===== src/rtl/core/voxel_line_rasterizer_3d_top_macros.svh =====
// Assertion macros shared by the rasterizer RTL.
// Each macro checks on the rising edge of aclk and stays quiet while aresetn is low.
`ifndef VOXEL_LINE_RASTERIZER_3D_TOP_MACROS_SVH
`define VOXEL_LINE_RASTERIZER_3D_TOP_MACROS_SVH

`ifndef SYNTHESIS

// When ante holds, cons must hold in the same cycle.
`define VLR_ASSERT_IMP(lbl, ante, cons, msg) \
    lbl: assert property (@(posedge aclk) disable iff (!aresetn) (ante) |-> (cons)) \
        else $error(msg);

// When ante holds, cons must hold in the following cycle.
`define VLR_ASSERT_NEXT(lbl, ante, cons, msg) \
    lbl: assert property (@(posedge aclk) disable iff (!aresetn) (ante) |=> (cons)) \
        else $error(msg);

`else

`define VLR_ASSERT_IMP(lbl, ante, cons, msg)

`define VLR_ASSERT_NEXT(lbl, ante, cons, msg)

`endif

`endif


===== src/rtl/core/vlr3d_pkg.sv =====
`default_nettype none

package vlr3d_pkg;

    // Configuration port.
    localparam int CFG_IDX_W  = 2;
    localparam int CAND_W     = 17;
    localparam int GEN_W      = 7;
    localparam int CFG_DATA_W = 17;

    localparam logic [CFG_IDX_W-1:0] REG_MAX_CANDIDATE = 2'd0;
    localparam logic [CFG_IDX_W-1:0] REG_MAX_GENERATED = 2'd1;

    localparam logic [CAND_W-1:0] CAND_RESET = 17'd64;
    localparam logic [GEN_W-1:0]  GEN_RESET  = 7'd64;

    // Result status codes.
    typedef enum logic [1:0] {
        STATUS_PLANNED    = 2'd0,
        STATUS_CAND_LIMIT = 2'd1,
        STATUS_GEN_LIMIT  = 2'd2
    } status_t;

    // m_tuser layout: present flag in bit 0, status above it.
    localparam int USER_W = 3;

endpackage

`default_nettype wire


===== src/rtl/core/voxel_line_rasterizer_3d_top.sv =====
`default_nettype none

// 3D Bresenham line rasterizer. Each input transaction carries two signed grid
// endpoints; the block orders them (lesser by z, then y, then x, as the start),
// finds the dominant axis (x on ties, then y) and emits every voxel of the line
// from start to end, one output transaction per voxel, with tlast on the final
// one. A line whose cell count exceeds max_candidate_cells, or else the smaller
// of max_generated_cells and MAX_CELLS, produces a single transaction with no
// cell and a nonzero status. A line is taken only while the block is idle,
// and then goes through these steps in order: the endpoints are ordered, one
// shared subtractor runs once per axis for the axis distances, the dominant
// axis is picked, the limits are checked, the subtractor runs once more per
// axis for the initial error terms, and then one cycle goes to each voxel (up
// to MAX_CELLS) while the output is not held back. A rejected line ends after
// the limit check, where its result waits while the output is held back.
// Configuration writes take effect at the clock edge that carries them.
module voxel_line_rasterizer_3d_top
    import vlr3d_pkg::*;
#(
    parameter int MAX_CELLS  = 64,
    parameter int COORD_BITS = 16
) (
    input  wire logic                                   aclk,
    input  wire logic                                   aresetn,

    input  wire logic                                   cfg_we,
    input  wire logic [CFG_IDX_W-1:0]                   cfg_index,
    input  wire logic [CFG_DATA_W-1:0]                  cfg_wdata,

    input  wire logic                                   s_tvalid,
    output logic                                        s_tready,
    // first_x, first_y, first_z, second_x, second_y, second_z, zero pad
    input  wire logic [((6*COORD_BITS+7)/8)*8-1:0]      s_tdata,

    output logic                                        m_tvalid,
    input  wire logic                                   m_tready,
    // cell_x, cell_y, cell_z, zero pad
    output logic [((3*COORD_BITS+7)/8)*8-1:0]           m_tdata,
    // cell_present, status
    output logic [USER_W-1:0]                           m_tuser,
    output logic                                        m_tlast
);

`include "voxel_line_rasterizer_3d_top_macros.svh"

    localparam int CB    = COORD_BITS;
    localparam int EW    = COORD_BITS + 3;
    localparam int OUT_W = ((3*COORD_BITS+7)/8)*8;
    localparam int LW    = (COORD_BITS > CAND_W) ? COORD_BITS : CAND_W;
    localparam int GW    = (COORD_BITS > GEN_W) ? COORD_BITS : GEN_W;
    localparam int KW    = (MAX_CELLS > 1) ? $clog2(MAX_CELLS) : 1;
    localparam logic [GEN_W-1:0] GEN_CAP = GEN_W'(MAX_CELLS);

    typedef enum logic [2:0] {
        ST_IDLE,
        ST_ORDER,
        ST_DIFF,
        ST_SELECT,
        ST_CHECK,
        ST_INIT,
        ST_EMIT
    } state_t;

    state_t                 state_reg, state_next;
    logic [CAND_W-1:0]      cand_reg, cand_next;
    logic [GEN_W-1:0]       gen_reg, gen_next;
    logic [1:0]             idx_reg, idx_next;
    logic [1:0]             major_reg, major_next;
    logic [CB-1:0]          n_reg, n_next;
    logic [KW-1:0]          remain_reg, remain_next;

    logic signed [CB-1:0]   s_reg [3];
    logic signed [CB-1:0]   s_next [3];
    logic signed [CB-1:0]   e_reg [3];
    logic signed [CB-1:0]   e_next [3];
    logic signed [CB-1:0]   p_reg [3];
    logic signed [CB-1:0]   p_next [3];
    logic [CB-1:0]          d_reg [3];
    logic [CB-1:0]          d_next [3];
    logic                   neg_reg [3];
    logic                   neg_next [3];
    logic signed [EW-1:0]   err_reg [3];
    logic signed [EW-1:0]   err_next [3];

    logic                   m_tvalid_reg, m_tvalid_next;
    logic [OUT_W-1:0]       m_tdata_reg, m_tdata_next;
    logic [USER_W-1:0]      m_tuser_reg, m_tuser_next;
    logic                   m_tlast_reg, m_tlast_next;

    // Shared subtractor used for the axis distances and the initial errors.
    logic signed [EW-1:0]   op_a, op_b, unit_res;
    logic                   axis_lt;

    logic                   end_first;
    logic [GEN_W-1:0]       gen_eff;
    logic                   cand_over, gen_over;
    logic                   out_free;
    logic signed [EW-1:0]   two_n;

    assign axis_lt  = s_reg[idx_reg] < e_reg[idx_reg];
    assign unit_res = op_a - op_b;

    always_comb begin
        op_a = '0;
        op_b = '0;
        if (state_reg == ST_DIFF) begin
            if (axis_lt) begin
                op_a = EW'(e_reg[idx_reg]);
                op_b = EW'(s_reg[idx_reg]);
            end else begin
                op_a = EW'(s_reg[idx_reg]);
                op_b = EW'(e_reg[idx_reg]);
            end
        end else begin
            op_a = $signed({2'b00, d_reg[idx_reg], 1'b0});
            op_b = $signed({3'b000, n_reg});
        end
    end

    // The end point is the start when it sorts lower by z, then y, then x.
    assign end_first = (e_reg[2] < s_reg[2]) ||
                       ((e_reg[2] == s_reg[2]) && (e_reg[1] < s_reg[1])) ||
                       ((e_reg[2] == s_reg[2]) && (e_reg[1] == s_reg[1]) &&
                        (e_reg[0] < s_reg[0]));

    assign gen_eff   = (gen_reg > GEN_CAP) ? GEN_CAP : gen_reg;
    // count = n + 1 exceeds a limit exactly when n is at least that limit.
    assign cand_over = LW'(n_reg) >= LW'(cand_reg);
    assign gen_over  = GW'(n_reg) >= GW'(gen_eff);
    assign out_free  = !m_tvalid_reg || m_tready;
    assign two_n     = $signed({2'b00, n_reg, 1'b0});

    always_comb begin
        state_next    = state_reg;
        cand_next     = cand_reg;
        gen_next      = gen_reg;
        idx_next      = idx_reg;
        major_next    = major_reg;
        n_next        = n_reg;
        remain_next   = remain_reg;
        s_next        = s_reg;
        e_next        = e_reg;
        p_next        = p_reg;
        d_next        = d_reg;
        neg_next      = neg_reg;
        err_next      = err_reg;
        m_tdata_next  = m_tdata_reg;
        m_tuser_next  = m_tuser_reg;
        m_tlast_next  = m_tlast_reg;
        m_tvalid_next = m_tvalid_reg && !m_tready;

        if (cfg_we) begin
            unique case (cfg_index)
                REG_MAX_CANDIDATE: cand_next = cfg_wdata[CAND_W-1:0];
                REG_MAX_GENERATED: gen_next  = cfg_wdata[GEN_W-1:0];
                default: ;
            endcase
        end

        unique case (state_reg)
            ST_IDLE: begin
                if (s_tvalid) begin
                    for (int a = 0; a < 3; a++) begin
                        s_next[a] = s_tdata[a*CB +: CB];
                        e_next[a] = s_tdata[(a+3)*CB +: CB];
                    end
                    state_next = ST_ORDER;
                end
            end
            ST_ORDER: begin
                if (end_first) begin
                    s_next = e_reg;
                    e_next = s_reg;
                    p_next = e_reg;
                end else begin
                    p_next = s_reg;
                end
                idx_next   = 2'd0;
                state_next = ST_DIFF;
            end
            ST_DIFF: begin
                d_next[idx_reg]   = unit_res[CB-1:0];
                neg_next[idx_reg] = !axis_lt;
                if (idx_reg == 2'd2) begin
                    state_next = ST_SELECT;
                end else begin
                    idx_next = idx_reg + 2'd1;
                end
            end
            ST_SELECT: begin
                if (d_reg[0] >= d_reg[1] && d_reg[0] >= d_reg[2]) begin
                    major_next = 2'd0;
                    n_next     = d_reg[0];
                end else if (d_reg[1] >= d_reg[2]) begin
                    major_next = 2'd1;
                    n_next     = d_reg[1];
                end else begin
                    major_next = 2'd2;
                    n_next     = d_reg[2];
                end
                state_next = ST_CHECK;
            end
            ST_CHECK: begin
                if (cand_over || gen_over) begin
                    if (out_free) begin
                        m_tvalid_next = 1'b1;
                        m_tdata_next  = '0;
                        m_tuser_next  = {cand_over ? STATUS_CAND_LIMIT : STATUS_GEN_LIMIT,
                                         1'b0};
                        m_tlast_next  = 1'b1;
                        state_next    = ST_IDLE;
                    end
                end else begin
                    remain_next = KW'(n_reg);
                    idx_next    = 2'd0;
                    state_next  = ST_INIT;
                end
            end
            ST_INIT: begin
                err_next[idx_reg] = unit_res;
                if (idx_reg == 2'd2) begin
                    state_next = ST_EMIT;
                end else begin
                    idx_next = idx_reg + 2'd1;
                end
            end
            ST_EMIT: begin
                if (out_free) begin
                    m_tvalid_next = 1'b1;
                    m_tdata_next  = OUT_W'({p_reg[2], p_reg[1], p_reg[0]});
                    m_tuser_next  = {STATUS_PLANNED, 1'b1};
                    m_tlast_next  = (remain_reg == '0);
                    for (int a = 0; a < 3; a++) begin
                        if (2'(a) == major_reg) begin
                            p_next[a] = p_reg[a] + (neg_reg[a] ? -CB'(1) : CB'(1));
                        end else if (err_reg[a] >= 0) begin
                            p_next[a]   = p_reg[a] + (neg_reg[a] ? -CB'(1) : CB'(1));
                            err_next[a] = err_reg[a] - two_n +
                                          $signed({2'b00, d_reg[a], 1'b0});
                        end else begin
                            err_next[a] = err_reg[a] + $signed({2'b00, d_reg[a], 1'b0});
                        end
                    end
                    remain_next = remain_reg - KW'(1);
                    if (remain_reg == '0) begin
                        state_next = ST_IDLE;
                    end
                end
            end
            default: state_next = ST_IDLE;
        endcase
    end

    always_ff @(posedge aclk) begin
        idx_reg     <= idx_next;
        major_reg   <= major_next;
        n_reg       <= n_next;
        remain_reg  <= remain_next;
        s_reg       <= s_next;
        e_reg       <= e_next;
        p_reg       <= p_next;
        d_reg       <= d_next;
        neg_reg     <= neg_next;
        err_reg     <= err_next;
        m_tdata_reg <= m_tdata_next;
        m_tuser_reg <= m_tuser_next;
        m_tlast_reg <= m_tlast_next;
        if (!aresetn) begin
            state_reg    <= ST_IDLE;
            cand_reg     <= CAND_RESET;
            gen_reg      <= GEN_RESET;
            m_tvalid_reg <= 1'b0;
        end else begin
            state_reg    <= state_next;
            cand_reg     <= cand_next;
            gen_reg      <= gen_next;
            m_tvalid_reg <= m_tvalid_next;
        end
    end

    assign s_tready = (state_reg == ST_IDLE);
    assign m_tvalid = m_tvalid_reg;
    assign m_tdata  = m_tdata_reg;
    assign m_tuser  = m_tuser_reg;
    assign m_tlast  = m_tlast_reg;

    `VLR_ASSERT_IMP(a_reject_is_last, m_tvalid && !m_tuser[0], m_tlast,
        "Result without a cell is not marked last.")
    `VLR_ASSERT_IMP(a_reject_zero_cell, m_tvalid && !m_tuser[0], m_tdata == '0,
        "Result without a cell carries nonzero coordinates.")
    `VLR_ASSERT_IMP(a_cell_planned, m_tvalid && m_tuser[0],
        m_tuser[2:1] == STATUS_PLANNED, "Voxel result carries a reject status.")
    `VLR_ASSERT_NEXT(a_busy_after_accept, s_tvalid && s_tready, !s_tready,
        "Input accepted again before the current line was processed.")

endmodule

`default_nettype wire


===== config.mk =====
export PLATFORM = sky130hd
export DESIGN_NAME = voxel_line_rasterizer_3d_top
export DESIGN_NICKNAME = d
export VERILOG_FILES = /design/src/rtl/core/vlr3d_pkg.sv /design/src/rtl/core/voxel_line_rasterizer_3d_top.sv
export VERILOG_INCLUDE_DIRS = /design/src /design/src/rtl/core
export SDC_FILE = /design/constraint.sdc
export NUM_CORES = 1
export LEC_CHECK = 0
export BUFFER_PORTS_ARGS = -buffer_cell sky130_fd_sc_hd__buf_2
export CAP_MARGIN = 20
export CORE_ASPECT_RATIO = 0.8
export CORE_UTILIZATION = 30
export DETAILED_ROUTE_END_ITERATION = 10
export GPL_TIMING_DRIVEN = 0
export PLACE_DENSITY = 0.43
export SYNTH_ARGS = -nofsm -noshare
export SYNTH_HDL_FRONTEND = slang
export SYNTH_SLANG_ARGS = --single-unit
export TNS_END_PERCENT = 1

===== constraint.sdc =====
create_clock -name aclk -period 6.25 [get_ports aclk]
set_clock_uncertainty 0.1 [all_clocks]
set_input_delay 0.625 -clock aclk [delete_from_list [all_inputs] [get_ports aclk]]
set_output_delay 0.625 -clock aclk [all_outputs]
set_load 0.01 [all_outputs]

### Yosys cells after proc, flatten, opt, wreduce, memory -nomap -nowiden

Cells that the tools add are included.

* register bits after elaboration: 358
* input bits: 120
* output and inout bits: 54
* logic and storage cells: 207

* $add $sub $neg: 15
* magnitude comparators: 15
* equality and inequality tests: 29
* mux-type cells: 81
* bitwise logic cells: 1
* reduce and logical (&&, ||, !) cells: 37

Operators with widths (number)
* 48-bit two-way mux: 8
* 48-bit case mux with 2 select lines: 4
* 16-bit two-way mux: 18
* 19-bit two-way mux: 11
* 19-bit by 18-bit adder with 19-bit output: 6
* 57-bit case mux with 2 select lines: 1
* 16-bit binary-select mux with 2-bit select: 3
* 16-bit < comparator: 4
* 57-bit bitwise mux: 1
* 19-bit by 1-bit >= comparator with 1-bit output, second input constant: 3
* 57-bit two-way mux: 1
* 19-bit by 18-bit subtractor with 19-bit output: 3
* 16-bit adder: 3
* 48-bit bitwise mux: 1
* 16-bit >= comparator: 3
* 19-bit demux with 2-bit select: 1
* 16-bit demux with 2-bit select: 1
* 16-bit == test: 2
* 3-bit two-way mux: 10
* 3-bit AND reduction: 9
* 2-bit != test, second input constant: 12
* 3-bit case mux with 7 select lines: 1
* 19-bit subtractor: 1
* 16-bit by 17-bit >= comparator with 1-bit output: 1
* other kinds (38): 70

### Longest topological paths before layout

* depth after elaboration: 10
* depth in mapped cells: 29
* mapped depth without buffers: 25

### Worst setup path after synthesis

OpenSTA, ideal clock, no wires.

* kind: reg2reg
* start: reg s_reg[17] (netlist name)
* end: reg e_reg[0] (netlist name), enable pin
* setup time: 0.513 ns
* arrival time: 5.619 ns
* required time: 5.637 ns
* slack: 0.018 ns
* stages on the path, launching flop included: 14
* cell sequence: edfxtp_1 > inv_1 > ha_1 > nor2b_1 > o21a_1 > o21ai_1 > nand2_1 > a311o_1 > mux2_2 > o221ai_4 > buf_6 > buf_8 > mux2i_1 > nor3_1

* longest elaborated chain between the ends: 6
* elaborated cells on any way between the ends: 9
* classes of those cells: order compare: 1; eq/ne: 2; reduce/logical: 6

Ends and longest elaborated chain
* start, declared: RTL line voxel_line_rasterizer_3d_top.sv:72 `logic signed [CB-1:0] s_reg [3];`
* start signal, assigned: RTL line voxel_line_rasterizer_3d_top.sv:259 `s_reg <= s_next;`
* 16-bit < comparator or 16-bit == test (tied branches): RTL line voxel_line_rasterizer_3d_top.sv:122, voxel_line_rasterizer_3d_top.sv:123
* 1-bit logical AND (on tied branches): RTL line voxel_line_rasterizer_3d_top.sv:122, voxel_line_rasterizer_3d_top.sv:123
* 1-bit logical OR or 1-bit logical AND (tied branches): RTL line voxel_line_rasterizer_3d_top.sv:121, voxel_line_rasterizer_3d_top.sv:123
* 1-bit logical OR *: RTL line voxel_line_rasterizer_3d_top.sv:122 `((e_reg[2] == s_reg[2]) && (e_reg[1] < s_reg[1])) ||`
* 2-bit != test (no line) *
* 3-bit AND reduction (no line) *
* end signal, assigned: RTL line voxel_line_rasterizer_3d_top.sv:260 `e_reg <= e_next;`
* end, declared: RTL line voxel_line_rasterizer_3d_top.sv:74 `logic signed [CB-1:0] e_reg [3];`

Every way passes the cells marked *; elsewhere a longest branch is shown, timed or not.
A chain may end at the register's enable or synchronous reset.

==> flow_summary.yaml <==
status:
  status: "complete, no violations"
cells_and_area:
  largest_reg_flops: 54
  design_area_mm2: 0.0335
  final_common_cell: "inv_1"
  syn_to_final_growth_pct: 18.3
  drive_gt1_share_pct: 14.9
  instances_no_fill: 4478
  layout_common_cells: "inv_1, edfxtp_1, ha_1, a21oi_1, nand2_1"
  final_nets: 3688
synthesis:
  synth_flop_cell: "edfxtp_1"
  synth_top_family_by_area: "adder cells"
  synth-simple-area-share_pct: 11.2
  synth_warnings: 0
  synthArstFlopShare_pct: 0
  synth_area_mm2: 0.0283
  synth_mux_area_share_pct: 8.68
  synth_seq_cells: 355
  ys_seq_area_share_pct: 36.7
  synthCells: 2938
  syn-num-nets: 3410
  synthAdderAreaFrac_pct: 17.1
  ys_types: 78
  synth-xor-area-share_pct: 3.96
  synth-compound-area-share_pct: 16.4
  syn_area_per_cell_um2: 9.63
  synth_edf_count: 327
hold_path:
  hold_depth: 3
  hold_path.class: "in2reg"
  holdPathEnd: "cand_reg[15]"
  min-delay-start: "cfg_wdata[15]"
floorplanning:
  fp.dieW_um: 345
  rows: 100
  coreArea_mm2: 0.0932
  die_h_um: 277
  start_util_pct: 30.4
  die_area_mm2: 0.0956
  pin_count: 174
sta:
  worst_slew_pin_slew_ps: 1180
  fin_crit_sh_pct: 100
  rsz0062_at_grt: "true"
  whs_ps: 179
  slew_violations: 0
  max_freq_mhz: 160
  relSlewSlack_pct: 19.2
  fin_crit_ps: 6250
  hold_viol: 0
  setup_viol: 0
clock_tree:
  clkSinkCount: 355
  ctsHoldBuffers: 0
  htree_levels: 2
  clk_pin_slew_ps: 60
  cts_buffers: 45
  cts_tree: "done"
  clk_latency_ps: 610
  clockBufferDepth: 3
  cts_root_buffer: "clkbuf_16"
worst_setup_path:
  worstSetupEndpointType: "register"
  crit_required_ps: 6480
  r2r_start: "idx_reg[0]"
  crit_path_max_fanout: 6
  worstPathArrival_ps: 6480
  start_kind: "register"
  crit_type: "reg2reg"
  r2r_slack_ps: 1
  reg2reg_to: "err_reg[53]"
  rr_worst_depth: 26
placed_design:
  hpwl_um: 87800
  numPortBuffers: 172
  postPlaceCellArea_mm2: 0.0310
  gp_congestion: 0.914
  dp.cells: 4350
routing:
  routed_wl_um: 110000
  antenna_left: 0
  first_pass_iters: 6
  drt_iter0_drc: 2164
  wl_per_cell_um: 24.5
  drc: 0
  num_vias: 23600
  vias_per_cell: 5.27
grt:
  track_usage_pct: 22.4
  grt_overflow_total: 0
  grt_pass1_vias: 22900
  grt_max_degree: 34
  grt_pass1_wl_um: 158000
  grt_antenna_before_repair: 9
power_and_ir_drop:
  p_leak_nw: 14.2
  vdd.ir_drop.worst_mv: 0.177
  powerDensity_mw_per_mm2: 327
flow_run:
  max_cap_violations: 0
worst max-delay path: stages (launching register included):
cell      delay, ps
edfxtp_1        450
buf_12          190
buf_16          150
mux2i_4         210
o21ai_1         250
ha_2            330
nand2_2          80
o21ai_2          80
or4b_4          590
nor3_4          320
o31ai_4         110
nor3_2          190
a21oi_4         110
buf_8           170
mux2_4          300
mux2i_1         140
ha_1            300
o21ai_1         120
a21oi_2          60
o21ai_2         190
o211ai_1        210
a221oi_2        430
nand4b_1        220
nand3b_1        200
xnor2_4         210
buf_12          140
o221ai_2         90
worst max path at each step:
stage / from / end / slack (ps) / depth (start not counted)
floorplan: s_reg[17] / e_reg[0] / 20 / 13
global placement: s_reg[13] / e_reg[25] / -3440 / 11
detailed placement: idx_reg[1] / err_reg[16] / -2320 / 28
CTS: idx_reg[0] / err_reg[16] / -130 / 28
global route: idx_reg[0] / err_reg[16] / -200 / 26
finish: idx_reg[0] / err_reg[53] / 1 / 26
power by group:
part,internal (mW),leakage [nW],total (mW),switching [mW]
clock network,1.48,0.695,2.61,1.13
registers,3.09,3.24,3.38,0.295
logic,1.98,10.2,4.94,2.96
total,6.55,14.2,10.9,4.39
metal layers:
| metal | GRT usage, % | vias up | routed length, um |
|---|---|---|---|
| li1 | - | 11100 | - |
| met1 | 34.2 | 11500 | 54300 |
| met2 | 31.8 | 799 | 44700 |
| met3 | 4.79 | 124 | 8700 |
| met4 | 4.70 | 10 | 2000 |
| met5 | 0 | - | 61 |
kinds of logic after synthesis:
logic type	Yosys count
DFF	355
muxes	237
xor gates and xnor gates	128
adders and majority gates	352
AOI/OAI and AO/OA	754
and+or+nand+nor	672
buffers and inverters	440
metrics by stage:
step	util (%)	power, mW	setup WS (ps)	setup TNS [ps]
3_3_place_gp	32.9	7.50	-3440	-335270
2_1_floorplan	-	6.02	17.7	0
6_report	35.9	10.9	1.38	0
3_5_place_dp	33.2	7.58	-2320	-120890
5_1_grt	35.9	11.5	-201	-2540
4_1_cts	35.4	10.6	-135	-576
cell type report:
type	instances	area, um^2
clock inverter	26	180
buffer	105	567
sequential	355	10400
tap	1224	1530
fill	9399	59700
clock buffer	58	1240
timing repair buffer	234	1550
multi-input combinational	2143	16800
antenna	1	2.50
inverter	332	1250
Yosys cell counts, types with 7 or more instances:
cell,number,area [um^2]
o21bai_1,8,60.1
ha_1,294,3680
nor2b_1,39,244
buf_2,7,35.0
a31oi_1,15,93.8
nor2_1,193,724
dfxtp_1,28,561
o31ai_1,10,75.1
o21a_1,32,240
nand3_1,27,135
fa_1,58,1160
a31o_2,7,61.3
o22ai_1,36,225
a211oi_1,18,135
xnor2_1,83,727
inv_1,332,1250
or3_1,15,93.8
nand2_1,207,777
a21boi_0,28,210
a21oi_1,258,1290
edfxtp_1,327,9820
and3_1,60,375
a21o_1,64,480
nor3_1,43,215
nand2b_1,32,200
o21ai_0,178,891
mux2_2,54,608
o211ai_1,17,128
clkbuf_1,81,304
buf_1,13,48.8
mux2i_1,171,1710
mux2_1,12,135
xor2_1,45,394
and2_1,8,50.1
nand4_1,16,100
a221oi_1,16,140
timing repair:
action | in CTS | in global routing
buffers inserted | 19 | 19
gates resized for setup | 121 | 55
endpoints found under the setup margin | 99 | 63
pin swaps | 28 | 28
cloned | 1 | 1
No activity file was read; power rests on OpenSTA's default activity.
